<file path="config.mk">
export PLATFORM = sky130hd
export DESIGN_NAME = dhcp_reply_option_extractor
export DESIGN_NICKNAME = d
export VERILOG_FILES = /design/src/hw/rtl/dhcpx_pkg.sv /design/src/hw/rtl/dhcp_reply_option_extractor.sv /design/src/hw/rtl/dhcpx_front.sv /design/src/hw/rtl/dhcpx_queue.sv /design/src/hw/rtl/dhcpx_back.sv
export SDC_FILE = /design/constraint.sdc
export NUM_CORES = 1
export LEC_CHECK = 0
export ABC_AREA = 1
export BUFFER_PORTS_ARGS = -buffer_cell sky130_fd_sc_hd__buf_2
export CORE_UTILIZATION = 40
export CTS_BUF_LIST = sky130_fd_sc_hd__clkbuf_16
export CTS_CLUSTER_DIAMETER = 80
export DETAILED_ROUTE_END_ITERATION = 12
export GPL_TIMING_DRIVEN = 0
export SLEW_MARGIN = 20
export SYNTH_ARGS = -nofsm -noshare
export SYNTH_HDL_FRONTEND = slang
export SYNTH_HIERARCHICAL = 1
export SYNTH_SLANG_ARGS = --single-unit
</file>
<file path="constraint.sdc">
create_clock -name clk -period 13.25 [get_ports clk]
set_clock_uncertainty 0.1 [all_clocks]
set_input_delay 1.325 -clock clk [delete_from_list [all_inputs] [get_ports clk]]
set_output_delay 1.325 -clock clk [all_outputs]
set_load 0.005 [all_outputs]
</file>
<file path="src/hw/rtl/dhcpx_pkg.sv">
// ============================================================================
// dhcpx_pkg
// Shared types and constants for the DHCP reply option extractor: the byte
// classes passed from front to back, option walk phases and verdict codes.
// ============================================================================
package dhcpx_pkg;

    // Option window length in bytes (4 .. 255)
    localparam int OPTION_WINDOW = 64;

    localparam logic [8:0]  WINDOW_START  = 9'd240;
    localparam logic [8:0]  WINDOW_END    = 9'(240 + OPTION_WINDOW);
    localparam logic [8:0]  MIN_LENGTH    = 9'd244;
    localparam logic [8:0]  OFFSET_MAX    = 9'd511;
    localparam logic [31:0] COOKIE_WORD   = 32'h6382_5363;
    localparam logic [31:0] DEFAULT_MASK  = 32'hFFFF_FF00;
    localparam logic [31:0] RESET_XID     = 32'hD8C7_B6A5;
    localparam logic [7:0]  RESET_TYPE    = 8'd2;
    localparam logic [7:0]  OP_REPLY      = 8'd2;

    // Option codes
    localparam logic [7:0] OPT_PAD    = 8'd0;
    localparam logic [7:0] OPT_MASK   = 8'd1;
    localparam logic [7:0] OPT_ROUTER = 8'd3;
    localparam logic [7:0] OPT_DNS    = 8'd6;
    localparam logic [7:0] OPT_TYPE   = 8'd53;
    localparam logic [7:0] OPT_SERVER = 8'd54;
    localparam logic [7:0] OPT_END    = 8'd255;

    // Front-to-back queue depth
    localparam int QUEUE_DEPTH = 4;
    localparam int QPTR_W      = $clog2(QUEUE_DEPTH);
    localparam int QCNT_W      = $clog2(QUEUE_DEPTH + 1);

    // Configuration register indexes
    typedef enum logic [0:0] {
        CFG_XID  = 1'b0,
        CFG_TYPE = 1'b1
    } cfg_index_t;

    // Class of one payload byte, by its offset
    typedef enum logic [2:0] {
        BK_SKIP,
        BK_OP,
        BK_XID,
        BK_OFFER,
        BK_COOKIE,
        BK_WINDOW
    } byte_kind_t;

    // Option walk phase
    typedef enum logic [1:0] {
        PH_CODE,
        PH_LEN,
        PH_VALUE,
        PH_DONE
    } phase_t;

    // Verdict codes
    typedef enum logic [2:0] {
        ST_OK        = 3'd0,
        ST_SHORT     = 3'd1,
        ST_NOT_REPLY = 3'd2,
        ST_XID       = 3'd3,
        ST_COOKIE    = 3'd4
    } status_t;

    // Classified byte word handed from front to back
    typedef struct packed {
        byte_kind_t  kind;
        logic        fail;      // header check failed on this byte
        logic [7:0]  data;
        logic        last;
        logic        short_pkt; // packet ends short of the minimum length
    } item_t;

endpackage

</file>
<file path="src/hw/rtl/dhcp_reply_option_extractor.sv">
// ============================================================================
// dhcp_reply_option_extractor
// Parses a received DHCP reply one byte per cycle while in_stall is low and gives
// one verdict with the offered address and the kept options at the last byte.
// ============================================================================
// Throughput: one byte per cycle while in_stall is low.
// Path: the last byte goes through the front-to-back queue, and its verdict is
//   then loaded into the output register.
// Reset: clears all packet state, the queue pointers and count and out_valid, and
//   sets transaction_id and expected_type to their defaults.
module dhcp_reply_option_extractor
(
    input  logic        clk,
    input  logic        rst_n,
    input  logic        in_valid,
    output logic        in_stall,
    input  logic [7:0]  data_byte,
    input  logic        last_byte,
    output logic        out_valid,
    input  logic        out_stall,
    output logic [2:0]  status,
    output logic [7:0]  message_type,
    output logic        type_matches,
    output logic [31:0] offered_ip,
    output logic [31:0] server_id,
    output logic [31:0] subnet_mask,
    output logic [31:0] router_ip,
    output logic [31:0] dns_ip,
    input  logic        cfg_valid,
    output logic        cfg_ready,
    input  logic [0:0]  cfg_index,
    input  logic [31:0] cfg_data
);
    import dhcpx_pkg::*;

    logic [31:0] xid_reg;
    logic [7:0]  etype_reg;
    logic        push_valid;
    logic        push_full;
    item_t       push_item;
    logic        pop_valid;
    logic        pop_take;
    item_t       pop_item;

    assign cfg_ready = 1'b1;

    // Write configuration registers
    always_ff @(posedge clk or negedge rst_n)
    begin
        if (!rst_n)
        begin
            xid_reg   <= RESET_XID;
            etype_reg <= RESET_TYPE;
        end
        else if (cfg_valid && cfg_ready)
        begin
            case (cfg_index_t'(cfg_index))
                CFG_XID:  xid_reg   <= cfg_data;
                CFG_TYPE: etype_reg <= cfg_data[7:0];
                default:  xid_reg   <= xid_reg;
            endcase
        end
    end

    dhcpx_front u_front
    (
        .clk            (clk),
        .rst_n          (rst_n),
        .in_valid       (in_valid),
        .in_stall       (in_stall),
        .data_byte      (data_byte),
        .last_byte      (last_byte),
        .transaction_id (xid_reg),
        .push_valid     (push_valid),
        .push_full      (push_full),
        .push_item      (push_item)
    );

    dhcpx_queue u_queue
    (
        .clk        (clk),
        .rst_n      (rst_n),
        .push_valid (push_valid),
        .push_full  (push_full),
        .push_item  (push_item),
        .pop_valid  (pop_valid),
        .pop_take   (pop_take),
        .pop_item   (pop_item)
    );

    dhcpx_back u_back
    (
        .clk           (clk),
        .rst_n         (rst_n),
        .pop_valid     (pop_valid),
        .pop_take      (pop_take),
        .pop_item      (pop_item),
        .expected_type (etype_reg),
        .out_valid     (out_valid),
        .out_stall     (out_stall),
        .status        (status),
        .message_type  (message_type),
        .type_matches  (type_matches),
        .offered_ip    (offered_ip),
        .server_id     (server_id),
        .subnet_mask   (subnet_mask),
        .router_ip     (router_ip),
        .dns_ip        (dns_ip)
    );

endmodule

</file>
<file path="src/hw/rtl/dhcpx_front.sv">
// ============================================================================
// dhcpx_front
// Accepts payload bytes, tracks the byte offset, classifies each byte and
// runs the per-byte header compares before handing it to the queue.
// ============================================================================
module dhcpx_front
(
    input  logic                 clk,
    input  logic                 rst_n,
    input  logic                 in_valid,
    output logic                 in_stall,
    input  logic [7:0]           data_byte,
    input  logic                 last_byte,
    input  logic [31:0]          transaction_id,
    output logic                 push_valid,
    input  logic                 push_full,
    output dhcpx_pkg::item_t     push_item
);
    import dhcpx_pkg::*;

    logic [8:0] offset_reg;
    logic [8:0] offset_next;
    logic [8:0] offset_after;
    logic       take;
    logic [7:0] xid_byte;
    logic [7:0] cookie_byte;

    assign in_stall   = push_full;
    assign take       = in_valid && !push_full;
    assign push_valid = take;

    // Advance the offset, saturating at the top, and restart it at zero after the last byte
    assign offset_after = (offset_reg >= OFFSET_MAX) ? OFFSET_MAX : offset_reg + 9'd1;
    assign offset_next  = last_byte ? 9'd0 : offset_after;

    always_ff @(posedge clk or negedge rst_n)
    begin
        if (!rst_n)
        begin
            offset_reg <= '0;
        end
        else if (take)
        begin
            offset_reg <= offset_next;
        end
    end

    // Pick the expected header byte, most significant first
    always_comb
    begin
        case (offset_reg[1:0])
            2'd0:    begin xid_byte = transaction_id[31:24]; cookie_byte = COOKIE_WORD[31:24]; end
            2'd1:    begin xid_byte = transaction_id[23:16]; cookie_byte = COOKIE_WORD[23:16]; end
            2'd2:    begin xid_byte = transaction_id[15:8];  cookie_byte = COOKIE_WORD[15:8];  end
            default: begin xid_byte = transaction_id[7:0];   cookie_byte = COOKIE_WORD[7:0];   end
        endcase
    end

    // Classify the byte by its offset
    always_comb
    begin
        push_item.data      = data_byte;
        push_item.last      = last_byte;
        push_item.short_pkt = offset_after < MIN_LENGTH;
        push_item.kind      = BK_SKIP;
        push_item.fail      = 1'b0;
        if (offset_reg >= OFFSET_MAX)
        begin
            push_item.kind = BK_SKIP;
        end
        else if (offset_reg == 9'd0)
        begin
            push_item.kind = BK_OP;
            push_item.fail = data_byte != OP_REPLY;
        end
        else if (offset_reg inside {[9'd4:9'd7]})
        begin
            push_item.kind = BK_XID;
            push_item.fail = data_byte != xid_byte;
        end
        else if (offset_reg inside {[9'd16:9'd19]})
        begin
            push_item.kind = BK_OFFER;
        end
        else if (offset_reg inside {[9'd236:9'd239]})
        begin
            push_item.kind = BK_COOKIE;
            push_item.fail = data_byte != cookie_byte;
        end
        else if (offset_reg >= WINDOW_START && offset_reg < WINDOW_END)
        begin
            push_item.kind = BK_WINDOW;
        end
    end

endmodule

</file>
<file path="src/hw/rtl/dhcpx_queue.sv">
// ============================================================================
// dhcpx_queue
// Short register queue of classified byte words between front and back.
// ============================================================================
module dhcpx_queue
(
    input  logic                 clk,
    input  logic                 rst_n,
    input  logic                 push_valid,
    output logic                 push_full,
    input  dhcpx_pkg::item_t     push_item,
    output logic                 pop_valid,
    input  logic                 pop_take,
    output dhcpx_pkg::item_t     pop_item
);
    import dhcpx_pkg::*;

    item_t              slot_reg [QUEUE_DEPTH];
    logic [QPTR_W-1:0]  wr_ptr_reg;
    logic [QPTR_W-1:0]  rd_ptr_reg;
    logic [QCNT_W-1:0]  count_reg;
    logic               do_push;
    logic               do_pop;

    assign push_full = count_reg == QCNT_W'(QUEUE_DEPTH);
    assign pop_valid = count_reg != '0;
    assign pop_item  = slot_reg[rd_ptr_reg];
    assign do_push   = push_valid && !push_full;
    assign do_pop    = pop_take && pop_valid;

    // Hold words
    always_ff @(posedge clk)
    begin
        if (do_push)
        begin
            slot_reg[wr_ptr_reg] <= push_item;
        end
    end

    // Advance pointers and count
    always_ff @(posedge clk or negedge rst_n)
    begin
        if (!rst_n)
        begin
            wr_ptr_reg <= '0;
            rd_ptr_reg <= '0;
            count_reg  <= '0;
        end
        else
        begin
            if (do_push)
            begin
                wr_ptr_reg <= (wr_ptr_reg == QPTR_W'(QUEUE_DEPTH - 1)) ? '0 : wr_ptr_reg + 1'b1;
            end
            if (do_pop)
            begin
                rd_ptr_reg <= (rd_ptr_reg == QPTR_W'(QUEUE_DEPTH - 1)) ? '0 : rd_ptr_reg + 1'b1;
            end
            case ({do_push, do_pop})
                2'b10:   count_reg <= count_reg + 1'b1;
                2'b01:   count_reg <= count_reg - 1'b1;
                default: count_reg <= count_reg;
            endcase
        end
    end

endmodule

</file>
<file path="src/hw/rtl/dhcpx_back.sv">
// ============================================================================
// dhcpx_back
// Applies classified bytes: header flags, offered address, option walk and
// option capture. On the last byte it loads the verdict into the output
// register and clears the packet state.
// ============================================================================
module dhcpx_back
(
    input  logic                 clk,
    input  logic                 rst_n,
    input  logic                 pop_valid,
    output logic                 pop_take,
    input  dhcpx_pkg::item_t     pop_item,
    input  logic [7:0]           expected_type,
    output logic                 out_valid,
    input  logic                 out_stall,
    output logic [2:0]           status,
    output logic [7:0]           message_type,
    output logic                 type_matches,
    output logic [31:0]          offered_ip,
    output logic [31:0]          server_id,
    output logic [31:0]          subnet_mask,
    output logic [31:0]          router_ip,
    output logic [31:0]          dns_ip
);
    import dhcpx_pkg::*;

    // Replace the leading n bytes of a word with those of a new value
    function automatic logic [31:0] merge_bytes(input logic [31:0] old_word,
                                                input logic [31:0] new_word,
                                                input logic [2:0]  n);
        logic [31:0] res;
        res = old_word;
        for (int k = 0; k < 4; k++)
        begin
            if (3'(k) < n)
            begin
                res[31-8*k -: 8] = new_word[31-8*k -: 8];
            end
        end
        return res;
    endfunction

    // Packet state
    logic [2:0]  flags_reg,  flags_next;
    phase_t      phase_reg,  phase_next;
    logic [7:0]  code_reg,   code_next;
    logic [7:0]  left_reg,   left_next;
    logic [7:0]  idx_reg,    idx_next;
    logic [31:0] pend_reg,   pend_next;
    logic [4:0]  found_reg,  found_next;
    logic [31:0] offer_reg,  offer_next;
    logic [7:0]  type_reg,   type_next;
    logic [31:0] server_reg, server_next;
    logic [31:0] mask_reg,   mask_next;
    logic [31:0] router_reg, router_next;
    logic [31:0] dns_reg,    dns_next;

    // Output register
    logic        out_valid_reg;
    status_t     status_reg;
    logic [7:0]  mtype_reg;
    logic        match_reg;
    logic [31:0] o_offer_reg;
    logic [31:0] o_server_reg;
    logic [31:0] o_mask_reg;
    logic [31:0] o_router_reg;
    logic [31:0] o_dns_reg;

    logic        commit_en;
    logic [7:0]  commit_idx;
    logic [31:0] commit_pend;
    logic [2:0]  commit_n;
    logic [2:0]  flags_new;
    status_t     verdict;
    logic        take;
    logic        load_out;
    logic        is_window;

    // Take a word unless a result would overrun a held output
    assign take     = pop_valid && (!pop_item.last || !out_valid_reg || !out_stall);
    assign pop_take = take;
    assign load_out = take && pop_item.last;
    assign is_window = pop_item.kind == BK_WINDOW;

    // Header flags
    always_comb
    begin
        flags_new = flags_reg;
        if (pop_item.fail)
        begin
            case (pop_item.kind)
                BK_OP:     flags_new[0] = 1'b1;
                BK_XID:    flags_new[1] = 1'b1;
                BK_COOKIE: flags_new[2] = 1'b1;
                default:   flags_new = flags_reg;
            endcase
        end
    end

    // Option walk
    always_comb
    begin
        phase_next  = phase_reg;
        code_next   = code_reg;
        left_next   = left_reg;
        idx_next    = idx_reg;
        pend_next   = pend_reg;
        commit_en   = 1'b0;
        commit_idx  = idx_reg;
        commit_pend = pend_reg;
        if (is_window)
        begin
            case (phase_reg)
                PH_CODE:
                begin
                    if (pop_item.data == OPT_END)
                    begin
                        phase_next = PH_DONE;
                    end
                    else if (pop_item.data != OPT_PAD)
                    begin
                        code_next  = pop_item.data;
                        phase_next = PH_LEN;
                    end
                end
                PH_LEN:
                begin
                    left_next   = pop_item.data;
                    idx_next    = '0;
                    pend_next   = '0;
                    commit_idx  = '0;
                    commit_pend = '0;
                    if (pop_item.data == 8'd0)
                    begin
                        commit_en  = 1'b1;
                        phase_next = PH_CODE;
                    end
                    else
                    begin
                        phase_next = PH_VALUE;
                    end
                end
                PH_VALUE:
                begin
                    case (idx_reg)
                        8'd0:    pend_next = pend_reg | {pop_item.data, 24'd0};
                        8'd1:    pend_next = pend_reg | {8'd0, pop_item.data, 16'd0};
                        8'd2:    pend_next = pend_reg | {16'd0, pop_item.data, 8'd0};
                        8'd3:    pend_next = pend_reg | {24'd0, pop_item.data};
                        default: pend_next = pend_reg;
                    endcase
                    idx_next    = idx_reg + 8'd1;
                    left_next   = left_reg - 8'd1;
                    commit_idx  = idx_next;
                    commit_pend = pend_next;
                    if (left_reg == 8'd1)
                    begin
                        commit_en  = 1'b1;
                        phase_next = PH_CODE;
                    end
                end
                default:
                begin
                    phase_next = phase_reg;
                end
            endcase
        end
    end

    // Store the first occurrence of each kept option
    assign commit_n = (commit_idx >= 8'd4) ? 3'd4 : commit_idx[2:0];

    always_comb
    begin
        found_next  = found_reg;
        type_next   = type_reg;
        server_next = server_reg;
        mask_next   = mask_reg;
        router_next = router_reg;
        dns_next    = dns_reg;
        if (commit_en)
        begin
            case (code_reg)
                OPT_TYPE:
                begin
                    if (!found_reg[0])
                    begin
                        found_next[0] = 1'b1;
                        if (commit_n != 3'd0)
                        begin
                            type_next = commit_pend[31:24];
                        end
                    end
                end
                OPT_SERVER:
                begin
                    if (!found_reg[1])
                    begin
                        found_next[1] = 1'b1;
                        server_next   = merge_bytes(server_reg, commit_pend, commit_n);
                    end
                end
                OPT_MASK:
                begin
                    if (!found_reg[2])
                    begin
                        found_next[2] = 1'b1;
                        mask_next     = merge_bytes(mask_reg, commit_pend, commit_n);
                    end
                end
                OPT_ROUTER:
                begin
                    if (!found_reg[3])
                    begin
                        found_next[3] = 1'b1;
                        router_next   = merge_bytes(router_reg, commit_pend, commit_n);
                    end
                end
                OPT_DNS:
                begin
                    if (!found_reg[4])
                    begin
                        found_next[4] = 1'b1;
                        dns_next      = merge_bytes(dns_reg, commit_pend, commit_n);
                    end
                end
                default:
                begin
                    found_next = found_reg;
                end
            endcase
        end
    end

    // Shift in the offered address
    assign offer_next = (pop_item.kind == BK_OFFER) ? {offer_reg[23:0], pop_item.data}
                                                    : offer_reg;
    assign flags_next = flags_new;

    // Verdict in priority order
    always_comb
    begin
        if (pop_item.short_pkt)
        begin
            verdict = ST_SHORT;
        end
        else if (flags_new[0])
        begin
            verdict = ST_NOT_REPLY;
        end
        else if (flags_new[1])
        begin
            verdict = ST_XID;
        end
        else if (flags_new[2])
        begin
            verdict = ST_COOKIE;
        end
        else
        begin
            verdict = ST_OK;
        end
    end

    // Update packet state; clear it after the last byte
    always_ff @(posedge clk or negedge rst_n)
    begin
        if (!rst_n)
        begin
            flags_reg  <= '0;
            phase_reg  <= PH_CODE;
            code_reg   <= '0;
            left_reg   <= '0;
            idx_reg    <= '0;
            pend_reg   <= '0;
            found_reg  <= '0;
            offer_reg  <= '0;
            type_reg   <= '0;
            server_reg <= '0;
            mask_reg   <= DEFAULT_MASK;
            router_reg <= '0;
            dns_reg    <= '0;
        end
        else if (take)
        begin
            if (pop_item.last)
            begin
                flags_reg  <= '0;
                phase_reg  <= PH_CODE;
                code_reg   <= '0;
                left_reg   <= '0;
                idx_reg    <= '0;
                pend_reg   <= '0;
                found_reg  <= '0;
                offer_reg  <= '0;
                type_reg   <= '0;
                server_reg <= '0;
                mask_reg   <= DEFAULT_MASK;
                router_reg <= '0;
                dns_reg    <= '0;
            end
            else
            begin
                flags_reg  <= flags_next;
                phase_reg  <= phase_next;
                code_reg   <= code_next;
                left_reg   <= left_next;
                idx_reg    <= idx_next;
                pend_reg   <= pend_next;
                found_reg  <= found_next;
                offer_reg  <= offer_next;
                type_reg   <= type_next;
                server_reg <= server_next;
                mask_reg   <= mask_next;
                router_reg <= router_next;
                dns_reg    <= dns_next;
            end
        end
    end

    // Hold the result until taken
    always_ff @(posedge clk or negedge rst_n)
    begin
        if (!rst_n)
        begin
            out_valid_reg <= 1'b0;
        end
        else if (load_out)
        begin
            out_valid_reg <= 1'b1;
        end
        else if (!out_stall)
        begin
            out_valid_reg <= 1'b0;
        end
    end

    // Load result fields; zero them on a rejected packet
    always_ff @(posedge clk)
    begin
        if (load_out)
        begin
            status_reg <= verdict;
            if (verdict == ST_OK)
            begin
                mtype_reg    <= type_next;
                match_reg    <= type_next == expected_type;
                o_offer_reg  <= offer_next;
                o_server_reg <= server_next;
                o_mask_reg   <= mask_next;
                o_router_reg <= router_next;
                o_dns_reg    <= dns_next;
            end
            else
            begin
                mtype_reg    <= '0;
                match_reg    <= 1'b0;
                o_offer_reg  <= '0;
                o_server_reg <= '0;
                o_mask_reg   <= '0;
                o_router_reg <= '0;
                o_dns_reg    <= '0;
            end
        end
    end

    assign out_valid    = out_valid_reg;
    assign status       = status_reg;
    assign message_type = mtype_reg;
    assign type_matches = match_reg;
    assign offered_ip   = o_offer_reg;
    assign server_id    = o_server_reg;
    assign subnet_mask  = o_mask_reg;
    assign router_ip    = o_router_reg;
    assign dns_ip       = o_dns_reg;

endmodule
</file>
Word level (Yosys, flattened, before mapping)
Memories as Yosys holds them, arrays and structs flattened.
Cells that the tools add are included.

storage, ports and cells
  register bits after elaboration = 463
  memory bits (writable) = 56
  bits of input ports = 47
  output and inout bits = 175
  logic and storage cells = 240
  memories = 1

operators by class
  $add $sub $neg = 7
  $lt $le $gt $ge = 15
  equality and inequality tests = 32
  multiplexer cells = 102
  bitwise operators = 5
  reduce and logical (&&, ||, !) cells = 46

memory list
  name              depth  bits a word  rd ports  clocked after Yosys merged registers in  wr ports  RTL line           text
  u_queue.slot_reg  4      14           1         0                                        1         dhcpx_queue.sv:18  item_t slot_reg [QUEUE_DEPTH];

operator list
  cell                number
  $mux 32             20
  $mux 8              30
  $pmux 32 s4         1
  $pmux 32 s2         1
  $pmux 8 s2          3
  $mux 3              11
  $or 32x16->32       1
  $or 32x24->32       1
  $or 32x32->32       1
  $or 32x8->32        1
  $eq 8x1->1 const B  3
  $eq 8x2->1 const B  3
  $pmux 8 s3          1
  $reduce_bool 2->1   10
  $ge 9x8->1 const B  2
  $mux 1              18
  $mux 9              2
  $reduce_and 3->1    6
  $eq 8x6->1 const B  2
  $logic_not 8->1     2
  $mux 2              8
  $ne 8x8->1          2
  $eq 2x2->1 const B  5
  $mux 5              2
  44 further kinds    71

Logic depth before layout (Yosys ltp)
Gate-level depths: netlist of the first run.

  depth in word-level cells = 11
  mapped depth = 23
  depth with buffers taken out = 22

Cells and area by module
Netlist of the first run, hierarchy kept.

modules (own cells, without submodules)
  module                       times used  cells each  area an instance (µm²)  sequential area each (µm²)
  dhcpx_back                   1           1889        17854.6                 11075.6
  dhcpx_queue                  1           223         2800.2                  1856.8
  dhcp_reply_option_extractor  1           177         1705.4                  1024.7
  dhcpx_front                  1           245         1410.1                  225.2

Worst setup path before layout of the first run
No wires, ideal clock.

  path kind = input to register
  from = in out_stall
  to = reg u_back.o_dns_reg[0], in the netlist u_back/dns_ip[0] (enable)
  library setup time = 0.526 ns
  arrival time = 5.323 ns
  required time = 12.624 ns
  path slack = 7.301 ns
  stages on the path = 6
  buffers on the path = 1
  cells stage by stage = nand3_1 > nand2_1 > inv_1 > clkbuf_1 > nand2_1 > inv_1

on the way
  word-level cells in the longest chain between the ends = 4

RTL lines
  item                  RTL line                           text
  start, declared       dhcp_reply_option_extractor.sv:20  input logic out_stall,
  $logic_not 1->1       dhcpx_back.sv:81                   assign take = pop_valid && (!pop_item.last || !out_valid_reg || !out_stall);
  $logic_or 1x1->1      dhcpx_back.sv:81
  $logic_and 1x1->1     dhcpx_back.sv:81
  $logic_and 1x1->1     dhcpx_back.sv:83                   assign load_out = take && pop_item.last;
  via u_back.load_out   dhcpx_back.sv:77                   logic load_out;
  end signal, assigned  dhcpx_back.sv:353                  o_dns_reg <= dns_next;
  end, declared         dhcpx_back.sv:68                   logic [31:0] o_dns_reg;

The timed path passes the listed nets, and every way through them passes these cells.
A chain may end at the register's enable or synchronous reset.

==> results of run 1 <==
## how the worst min path moves through the flow
stage               cells past startpoint          end
finish                                  2  xid_reg[18]
global route                            2   xid_reg[2]
CTS                                     2  xid_reg[18]
detailed placement                      2  xid_reg[18]
global placement                        2  xid_reg[28]
floorplan                               2  xid_reg[27]
## layout by cell type, fill, tap and decap left out, types with 55 or more instances in the layout
cell type / instances
nor2_1: 243
inv_1: 323
o22ai_1: 138
edfxtp_1: 228
o21ai_0: 212
nand3_1: 118
dfrtp_1: 248
clkbuf_16: 55
nand2_1: 549
buf_2: 236
clkbuf_1: 73
## metal layers
metal / GRT usage, % / routed length [microns]
met5: 0 / 0
met4: 5.70 / 1320
met3: 4.20 / 4270
met2: 35.0 / 30500
met1: 29.3 / 28600
## logic make-up (layout without fill, tap and decap cells)
family / after synthesis / after routing / synth area share, %
xor gates and xnor gates: 5 / 5 / 0.184
DFF: 519 / 519 / 59.7
adders and majority gates: 24 / 24 / 1.29
and+or+nand+nor: 1007 / 1007 / 17.9
AOI/OAI and AO/OA: 515 / 515 / 12.5
other: 1 / 1 / 0.0158
buffers and inverters: 463 / 789 / 8.40
## worst reg2reg max path: stages, from the launching register on
cell	delay, ns
dfrtp_1	0.43
buf_6	0.18
buf_12	0.16
o211ai_2	0.15
nand2_1	0.06
clkbuf_1	0.32
nand3_1	0.16
nand2_1	0.11
inv_1	0.11
clkbuf_1	0.50
clkbuf_1	0.63
nand2_1	0.22
inv_1	0.14
ha_1	0.17
inv_1	0.07
fa_1	0.39
nand2_1	0.11
nand3_1	0.09
nand2_1	0.08
nand2_1	0.06
## metrics by stage
| stage | util (%) | hold WS [ns] |
|---|---|---|
| global route | 47.5 | 0.384 |
| finish | 47.5 | 0.360 |
| CTS | 47.5 | 0.363 |
| detailed placement | 44.6 | 0.354 |
| floorplan | - | 0.342 |
| global placement | 44.3 | 0.352 |
## cells in the mapped netlist, types with 17 or more instances
cell / instances / area, sq um
dfstp_2: 43 / 1130
o22ai_1: 138 / 863
o21ai_1: 54 / 270
clkbuf_1: 73 / 274
ha_1: 23 / 288
o211ai_1: 17 / 128
nor2_1: 247 / 927
buf_2: 19 / 95.1
inv_1: 312 / 1170
nand3_1: 118 / 591
o21ai_0: 212 / 1060
a21oi_1: 49 / 245
nand2_2: 26 / 163
edfxtp_1: 228 / 6850
nand2_1: 549 / 2060
dfrtp_1: 248 / 6210
buf_4: 22 / 165
## layout make-up
type,instances,area (sq um)
buffer,133,747
clock buffer,55,1380
clock inverter,49,332
fill,5466,30600
inverter,330,1260
multi-input combinational,1552,7600
sequential,519,14200
tap,765,957
timing repair buffer,222,1210
## power breakdown
part / total, uW / internal [uW] / switching, uW
clock: 1460 / 814 / 642
combinational: 2310 / 607 / 1710
sequential: 2370 / 2230 / 138
==> results.txt, run 1 <==
outcome - complete, no violations
Tightest Hold Check Type - reg2reg
CP endpoint kind - flip-flop
crit-path max FO - 12
setup bufs post-CTS - 0
Post-synth EDFFs - 228
vias in the first global route - 18283
normalized max-slew margin - 30.9%
maximum number of pins on one net before global-route repair - 100
setup ws final - 8.91 ns
CTS resizes - 0
layout overhead on the synthesized area - 16.4%
die width - 246 microns
Max Freq - 231 MHz
Max clock buf depth - 3
placed insts - 3521
DP HPWL - 46900 microns
DRT Pass-1 Iters - 6
Hold Startpoint - xid_reg[18]
initial antenna violation count - 0
Critical Path RT - 13.65 ns
Synth Flop Type - dfrtp_1
grt total ovfl - 0
H-Tree Depth - 2
die height - 246 microns
CTS Hold Bufs - 0
vias per cell - 5.16
CP cell instances - buf_6 > buf_12 > o211ai_2 > nand2_1 > clkbuf_1 > nand3_1 > nand2_1 > inv_1 > clkbuf_1 > clkbuf_1 > nand2_1 > inv_1 > ha_1 > inv_1 > fa_1 > nand2_1 > nand3_1 > nand2_1 > nand2_1
Final Max Slew Viols - 0
CTS tree - yes
worst-skew pair later-pin latency - 0.62 ns
post-place setup slack - 8.86 ns
delay of the slowest cell on the worst path - 0.62 ns
max_cap viols - 0
Total Routing Usage GR - 21.5%
DRC violations left - 0
ant diodes - 0
post-synthesis register bit count - 519
Critical-path top delay cell - clkbuf_1
Total Routed Length - 64700 microns
kind of critical path - reg2reg
R2R Path End - u_queue/count_reg[2]
final instance area - 27700 sq um
Worst-path clk slew - 0.06 ns
Placer Congestion - 0.900
IO Pins - 222
routed len/inst - 17.8 microns
PortBufs - 218
initial DRC count - 1576
post-route ant nets - 0
Starting Density - 40.8%
P_leak - 0.0123 uW
placed cell areas - 26000 sq um
syn_nets - 2605
delay-heaviest family, CP - buffers and inverters
Slew @ Worst Pin - 1.04 ns
power consumption - 6140 uW
Critical Path Source Type - flip-flop
Cells after Synth - 2534
Mapped Area - 23800 sq um
critical path launch point - u_queue/rd_ptr_reg[0]
synthesized area per cell - 9.38 sq um
layout cells sized above 1 - 17.0%
root buffer cell - clkbuf_16
Largest register FFs - 56
TNS Setup - 0 ns
register area share after synthesis - 59.7%
Fin. Hold Viols - 0
Critical Path Sink - u_queue/count_reg[2]
reg2reg path depth - 19
arrival time of the worst setup path - 4.73 ns
R2R Setup Slk - 8.91 ns
crit path buf inv count - 8
Pwr Density - 222 nW/um^2
Peak supply drop - 0.161 mV
first-pass GRT wire length - 101000 microns
FP Rows - 88
Die Area - 60400 sq um
CTS Buf Count - 55
Period minus WS final - 4.34 ns
fin cells - 3625
Yosys warnings - 6
worst r2r src - u_queue/rd_ptr_reg[0]
RSZ-0062 raised after global routing - false
core area - 58200 sq um
setup violators final - 0
Worst path most repeated cell - nand2_1
clock sinks - 519
Post-layout nets - 2884
via count - 18690
async set-reset flop share out of synthesis - 56.1%
Final period util - 32.7%
Crit path depth - 19
Netlist cell types - 54
No activity file was read; power rests on OpenSTA's default activity.
==> inputs of run 2 (changes only) <==
==> constraint.sdc (replaced) <==
create_clock -name clk -period 4.55 [get_ports clk]
set_clock_uncertainty 0.1 [all_clocks]
set_input_delay 0.455 -clock clk [delete_from_list [all_inputs] [get_ports clk]]
set_output_delay 0.455 -clock clk [all_outputs]
set_load 0.005 [all_outputs]
==> run 2 against run 1 <==
Routed wire length rose by 0.79%. Flip-flop and latch count did not move. Power rose to 2.9 times the previous value. Worst setup slack got worse by 8.5 ns. Sequential power rose to 2.9 times the previous value. Critical path depth fell by 7. Die area did not move. Sequential share of layout area fell by 0.68 points. Cell count rose by 1.0%. Fmax rose by 4.0%. Design area rose by 1.3%. Critical path type unchanged.
==> results.txt, run 2 (synthesis results as in run 1) <==
outcome - complete, no violations (unchanged)
vias per cell - 5.20 (was 5.16)
Slew @ Worst Pin - 1.05 ns (was 1.04 ns)
Peak supply drop - 0.444 mV (was 0.161 mV)
Post-layout nets - 2922 (was 2884)
WHS - 0.0290 ns (was 0.360 ns)
worst r2r src - u_queue/rd_ptr_reg[1] (was u_queue/rd_ptr_reg[0])
kind of critical path - reg2reg (unchanged)
clock sinks - 519 (unchanged)
Period minus WS final - 4.17 ns (was 4.34 ns)
most common cell after layout, fill and taps aside - nand2_1 (unchanged)
via count - 19038 (was 18690)
Crit path depth - 12 (was 19)
Fin. Hold Viols - 0 (unchanged)
Critical Path Source Type - flip-flop (unchanged)
final instance area - 28000 sq um (was 27700 sq um)
arrival time of the worst setup path - 4.39 ns (was 4.73 ns)
die width - 246 microns (unchanged)
Final Max Slew Viols - 0 (unchanged)
Die Area - 60400 sq um (unchanged)
WHS Path Cells - 3 (was 2)
root buffer cell - clkbuf_16 (unchanged)
layout overhead on the synthesized area - 17.9% (was 16.4%)
worst-skew pair later-pin latency - 0.62 ns (about the same)
Final period util - 91.6% (was 32.7%)
DRT Pass-1 Iters - 6 (unchanged)
reg2reg path depth - 12 (was 19)
placed cell areas - 26000 sq um (about the same)
normalized max-slew margin - 30.0% (was 30.9%)
CP endpoint kind - flip-flop (unchanged)
max_cap viols - 0 (unchanged)
IO Pins - 222 (unchanged)
Worst-path clk slew - 0.06 ns (about the same)
setup violators final - 0 (unchanged)
Hold Startpoint - cfg_data[4] (was xid_reg[18])
die height - 246 microns (unchanged)
vias in the first global route - 18574 (was 18283)
DP HPWL - 47000 microns (was 46900 microns)
core area - 58200 sq um (unchanged)
most frequent cells in the layout - nand2_1 (548), inv_1 (326), dfrtp_1 (248) (was nand2_1 (549), inv_1 (323), dfrtp_1 (248))
CTS tree - yes (unchanged)
Critical-path top delay cell - clkbuf_1 (unchanged)
Total Routing Usage GR - 21.6% (was 21.5%)
Max clock buf depth - 3 (unchanged)
Largest register FFs - 56 (unchanged)
delay-heaviest family, CP - buffers and inverters (unchanged)
Total Routed Length - 65200 microns (was 64700 microns)
maximum number of pins on one net before global-route repair - 99 (was 100)
post-route ant nets - 0 (unchanged)
CTS resizes - 0 (unchanged)
FP Rows - 88 (unchanged)
crit path buf inv count - 6 (was 8)
Placer Congestion - 0.912 (was 0.900)
Min-Delay Endpoint - etype_reg[4] (was xid_reg[18])
DRC violations left - 0 (unchanged)
CTS Buf Count - 55 (unchanged)
ant diodes - 0 (unchanged)
RSZ-0062 raised after global routing - false (unchanged)
layout cells sized above 1 - 17.0% (about the same)
Tightest Hold Check Type - in2reg (was reg2reg)
crit-path max FO - 10 (was 12)
H-Tree Depth - 2 (unchanged)
R2R Path End - u_back/message_type[0] (was u_queue/count_reg[2])
PortBufs - 218 (unchanged)
initial DRC count - 1591 (was 1576)
routed len/inst - 17.8 microns (about the same)
initial antenna violation count - 0 (unchanged)
delay of the slowest cell on the worst path - 0.81 ns (was 0.62 ns)
Pwr Density - 638 nW/um^2 (was 222 nW/um^2)
first-pass GRT wire length - 102000 microns (was 101000 microns)
Max Freq - 240 MHz (was 231 MHz)
Critical Path RT - 4.77 ns (was 13.65 ns)
Starting Density - 40.8% (unchanged)
P_leak - 0.0124 uW (was 0.0123 uW)
grt total ovfl - 0 (unchanged)
CP cell instances - buf_6 > clkinv_2 > buf_6 > o211ai_2 > nand2_1 > inv_1 > nor4_1 > nor2_1 > nand3_1 > clkbuf_1 > clkbuf_1 > nor2_1 (was buf_6 > buf_12 > o211ai_2 > nand2_1 > clkbuf_1 > nand3_1 > nand2_1 > inv_1 > clkbuf_1 > clkbuf_1 > nand2_1 > inv_1 > ha_1 > inv_1 > fa_1 > nand2_1 > nand3_1 > nand2_1 > nand2_1)
R2R Setup Slk - 0.38 ns (was 8.91 ns)
## run 2: timing repair
item | 4_1_cts | 5_1_grt
setup buffers | 0 | 0
hold buffers | 34 | 0
endpoints found under the hold margin | 71 | 0
## run 2: worst max-delay path by stage
stage                          startpoint                      to
finish              u_queue/rd_ptr_reg[1]  u_back/message_type[0]
global route        u_queue/rd_ptr_reg[0]    u_back/server_id[29]
CTS                 u_queue/rd_ptr_reg[1]    u_back/server_id[29]
detailed placement  u_queue/rd_ptr_reg[1]  u_back/message_type[0]
global placement                    rst_n    u_back/offer_reg[30]
floorplan           u_queue/rd_ptr_reg[0]        u_back/dns_ip[0]
## run 2: where the power goes
part | internal, uW | leakage [uW] | switching [uW]
logic | 1900 | 0.00554 | 5010
registers | 6480 | 0.00604 | 389
clock network | 2240 | 0.000867 | 1880
## run 2: through the flow
stage | TNS, ns | total power [uW] | utilization, % | instances | worst slack [ns]
after floorplan | 0 | 10800 | - | 2534 | 0.00170
after global placement | -982.94 | 13200 | 44.3 | 3517 | -2.73
after detailed placement | 0 | 13800 | 44.7 | 3525 | 0.319
after CTS | 0 | 18000 | 48.1 | 3663 | 0.310
after global routing | 0 | 19000 | 48.1 | 3663 | 0.114
final | 0 | 17900 | 48.1 | 3663 | 0.381
## run 2: tightest hold or removal path, delay by kind of cell
family	cells	cell delay (ns)
buffers and inverters	1	0.11
AND/OR/NAND/NOR	2	0.14
## run 2: layout make-up
| class | instances | area (sq um) |
|---|---|---|
| Multi-Input combinational cell | 1552 | 7600 |
| Clock inverter | 48 | 260 |
| Sequential cell | 519 | 14200 |
| Buffer | 133 | 752 |
| Inverter | 330 | 1250 |
| Timing Repair Buffer | 260 | 1620 |
| Tap cell | 765 | 957 |
| Clock buffer | 56 | 1400 |
| Fill cell | 5479 | 30200 |
## run 2: metal layers
metal | GRT usage (%) | up-vias | share of wire, %
li1 | - | 9066 | -
met1 | 28.8 | 9247 | 43
met2 | 35.9 | 632 | 48
met3 | 4.46 | 93 | 7.1
met4 | 5.41 | 0 | 2.1
met5 | 0 | - | 0
==> inputs of run 3 (changes only) <==
==> constraint.sdc (replaced) <==
create_clock -name clk -period 4.1 [get_ports clk]
set_clock_uncertainty 0.1 [all_clocks]
set_input_delay 0.41 -clock clk [delete_from_list [all_inputs] [get_ports clk]]
set_output_delay 0.41 -clock clk [all_outputs]
set_load 0.005 [all_outputs]
==> run 3 against run 2 <==
Design area increased by 1.1%. Sequential share of layout area decreased by 0.57 points. Cell count increased by 0.14%. Critical path depth increased by 3. Power increased by 14%. Combinational power increased by 12%. Hold slack improved by 0.0023 ns. Register-to-register slack got worse by 0.24 ns. First-iteration DRC count decreased by 14%. Global-route usage decreased by 0.11 points. Largest power group unchanged.
==> results.txt, run 3 (synthesis results as in run 1) <==
outcome - complete, no violations (unchanged)
register area - 14200 sq um (unchanged)
Largest register FFs - 56 (unchanged)
grt total ovfl - 0 (unchanged)
Starting Density - 40.8% (unchanged)
Final Max Slew Viols - 0 (unchanged)
maximum number of pins on one net before global-route repair - 97 (was 99)
vias in the first global route - 18408 (was 18574)
Max Freq - 252 MHz (was 240 MHz)
IO Pins - 222 (unchanged)
Final period util - 96.7% (was 91.6%)
vias per cell - 5.17 (was 5.20)
worst-skew pair later-pin latency - 0.63 ns (was 0.62 ns)
most frequent cells in the layout - nand2_1 (547), inv_1 (319), dfrtp_1 (248) (was nand2_1 (548), inv_1 (326), dfrtp_1 (248))
Critical Path Source Type - flip-flop (unchanged)
Critical Path RT - 4.32 ns (was 4.77 ns)
layout cells sized above 1 - 17.7% (was 17.0%)
Pwr Density - 722 nW/um^2 (was 638 nW/um^2)
core area - 58200 sq um (unchanged)
Multi-input gate area - 7640 sq um (was 7600 sq um)
placed cell areas - 26100 sq um (was 26000 sq um)
crit-path max FO - 10 (unchanged)
H-Tree Depth - 2 (unchanged)
FP Rows - 88 (unchanged)
Worst-path clk slew - 0.06 ns (about the same)
ant diodes - 0 (unchanged)
clock sinks - 519 (unchanged)
Placer Congestion - 0.894 (was 0.912)
DP HPWL - 47000 microns (about the same)
Total Routing Usage GR - 21.5% (was 21.6%)
CTS Buf Count - 55 (unchanged)
CP endpoint kind - flip-flop (unchanged)
Slew @ Worst Pin - 1.04 ns (was 1.05 ns)
kind of critical path - reg2reg (unchanged)
via count - 18976 (was 19038)
Post-layout nets - 2927 (was 2922)
Fin. Hold Viols - 0 (unchanged)
normalized max-slew margin - 30.2% (was 30.0%)
DRC violations left - 0 (unchanged)
final instance area - 28400 sq um (was 28000 sq um)
die height - 246 microns (unchanged)
Fillers - 5428 (was 5479)
Period minus WS final - 3.96 ns (was 4.17 ns)
Max clock buf depth - 3 (unchanged)
max_cap viols - 0 (unchanged)
routed len/inst - 17.8 microns (about the same)
Peak supply drop - 0.589 mV (was 0.444 mV)
die width - 246 microns (unchanged)
CTS tree - yes (unchanged)
DRT Pass-1 Iters - 7 (was 6)
P_leak - 0.0126 uW (was 0.0124 uW)
Die Area - 60400 sq um (unchanged)
layout overhead on the synthesized area - 19.3% (was 17.9%)
initial DRC count - 1365 (was 1591)
RSZ-0062 raised after global routing - false (unchanged)
most common cell after layout, fill and taps aside - nand2_1 (unchanged)
initial antenna violation count - 0 (unchanged)
post-route ant nets - 0 (unchanged)
Total Routed Length - 65200 microns (about the same)
setup violators final - 0 (unchanged)
arrival time of the worst setup path - 4.19 ns (was 4.39 ns)
PortBufs - 218 (unchanged)
TNS Setup - 0 ns (unchanged)
root buffer cell - clkbuf_16 (unchanged)
first-pass GRT wire length - 102000 microns (about the same)
Tightest Hold Check Type - in2reg (unchanged)
[run 3: through the flow]
stage | setup WS (ns) | std cells | total power [uW] | hold WS [ns] | util (%)
detailed placement | -0.103 | 3525 | 15400 | 0.212 | 44.8
floorplan | -0.364 | 2534 | 12000 | 0.0144 | -
CTS | 0.0698 | 3667 | 20600 | 0.00335 | 48.6
global placement | -3.15 | 3517 | 14500 | 0.352 | 44.4
global route | 0.0131 | 3668 | 21600 | 0.0199 | 48.7
finish | 0.136 | 3668 | 20500 | 0.0313 | 48.7
[run 3: worst max-delay path: stages, from the launching register on]
cell and delay (ns):
dfrtp_1 0.42, buf_6 0.17, buf_12 0.15, o211ai_2 0.15
nand2_1 0.23, clkinvlp_4 0.28, nand3_1 0.12, nor3_2 0.35
nand2_1 0.11, o21ai_2 0.28, inv_2 0.13, nor3_4 0.25
nand2_1 0.26, buf_2 0.25, o21ai_0 0.25, nor2_1 0.15
[run 3: final cells by class]
class | instances | share of cell area (%)
clock buffer | 55 | 4.85
sequential | 519 | 50.0
timing repair buffer | 265 | 5.92
inverter | 330 | 4.44
buffer | 133 | 2.71
multi-input combinational | 1552 | 26.9
clock inverter | 49 | 1.73
tap | 765 | 3.38
[run 3: path summary, 6_finish.rpt]
check,from,end,slack [ns],depth (start not counted)
min in group asynchronous,rst_n,xid_reg[11],0.16,2
worst min-delay path,cfg_valid,xid_reg[28],0.03,4
worst max register to register,u_queue/rd_ptr_reg[0],u_back/router_ip[25],0.14,15
max in group asynchronous,rst_n,u_back/code_reg[1],2.09,5
worst min register to register,xid_reg[2],xid_reg[2],0.36,2
worst max-delay path,u_queue/rd_ptr_reg[0],u_back/router_ip[25],0.14,15
[run 3: report_power, final]
group / internal [uW] / total, uW / switching [uW]
sequential: 7190 / 7620 / 430
combinational: 2150 / 7730 / 5580
clock: 3010 / 5120 / 2110
[run 3: repair_timing]
| item | CTS | global route |
|---|---|---|
| hold buffers | 38 | 0 |
| resized for setup | 2 | 10 |
| hold endpoints to repair | 131 | 0 |
| setup buffers | 0 | 1 |
| setup endpoints to repair | 12 | 39 |
| pin swaps | 0 | 1 |
[run 3: layer usage]
layer	track usage (%)	share of wire, %
met1	28.7	43
met4	5.74	2.2
met2	35.6	48
met3	4.32	7.0
met5	0	0
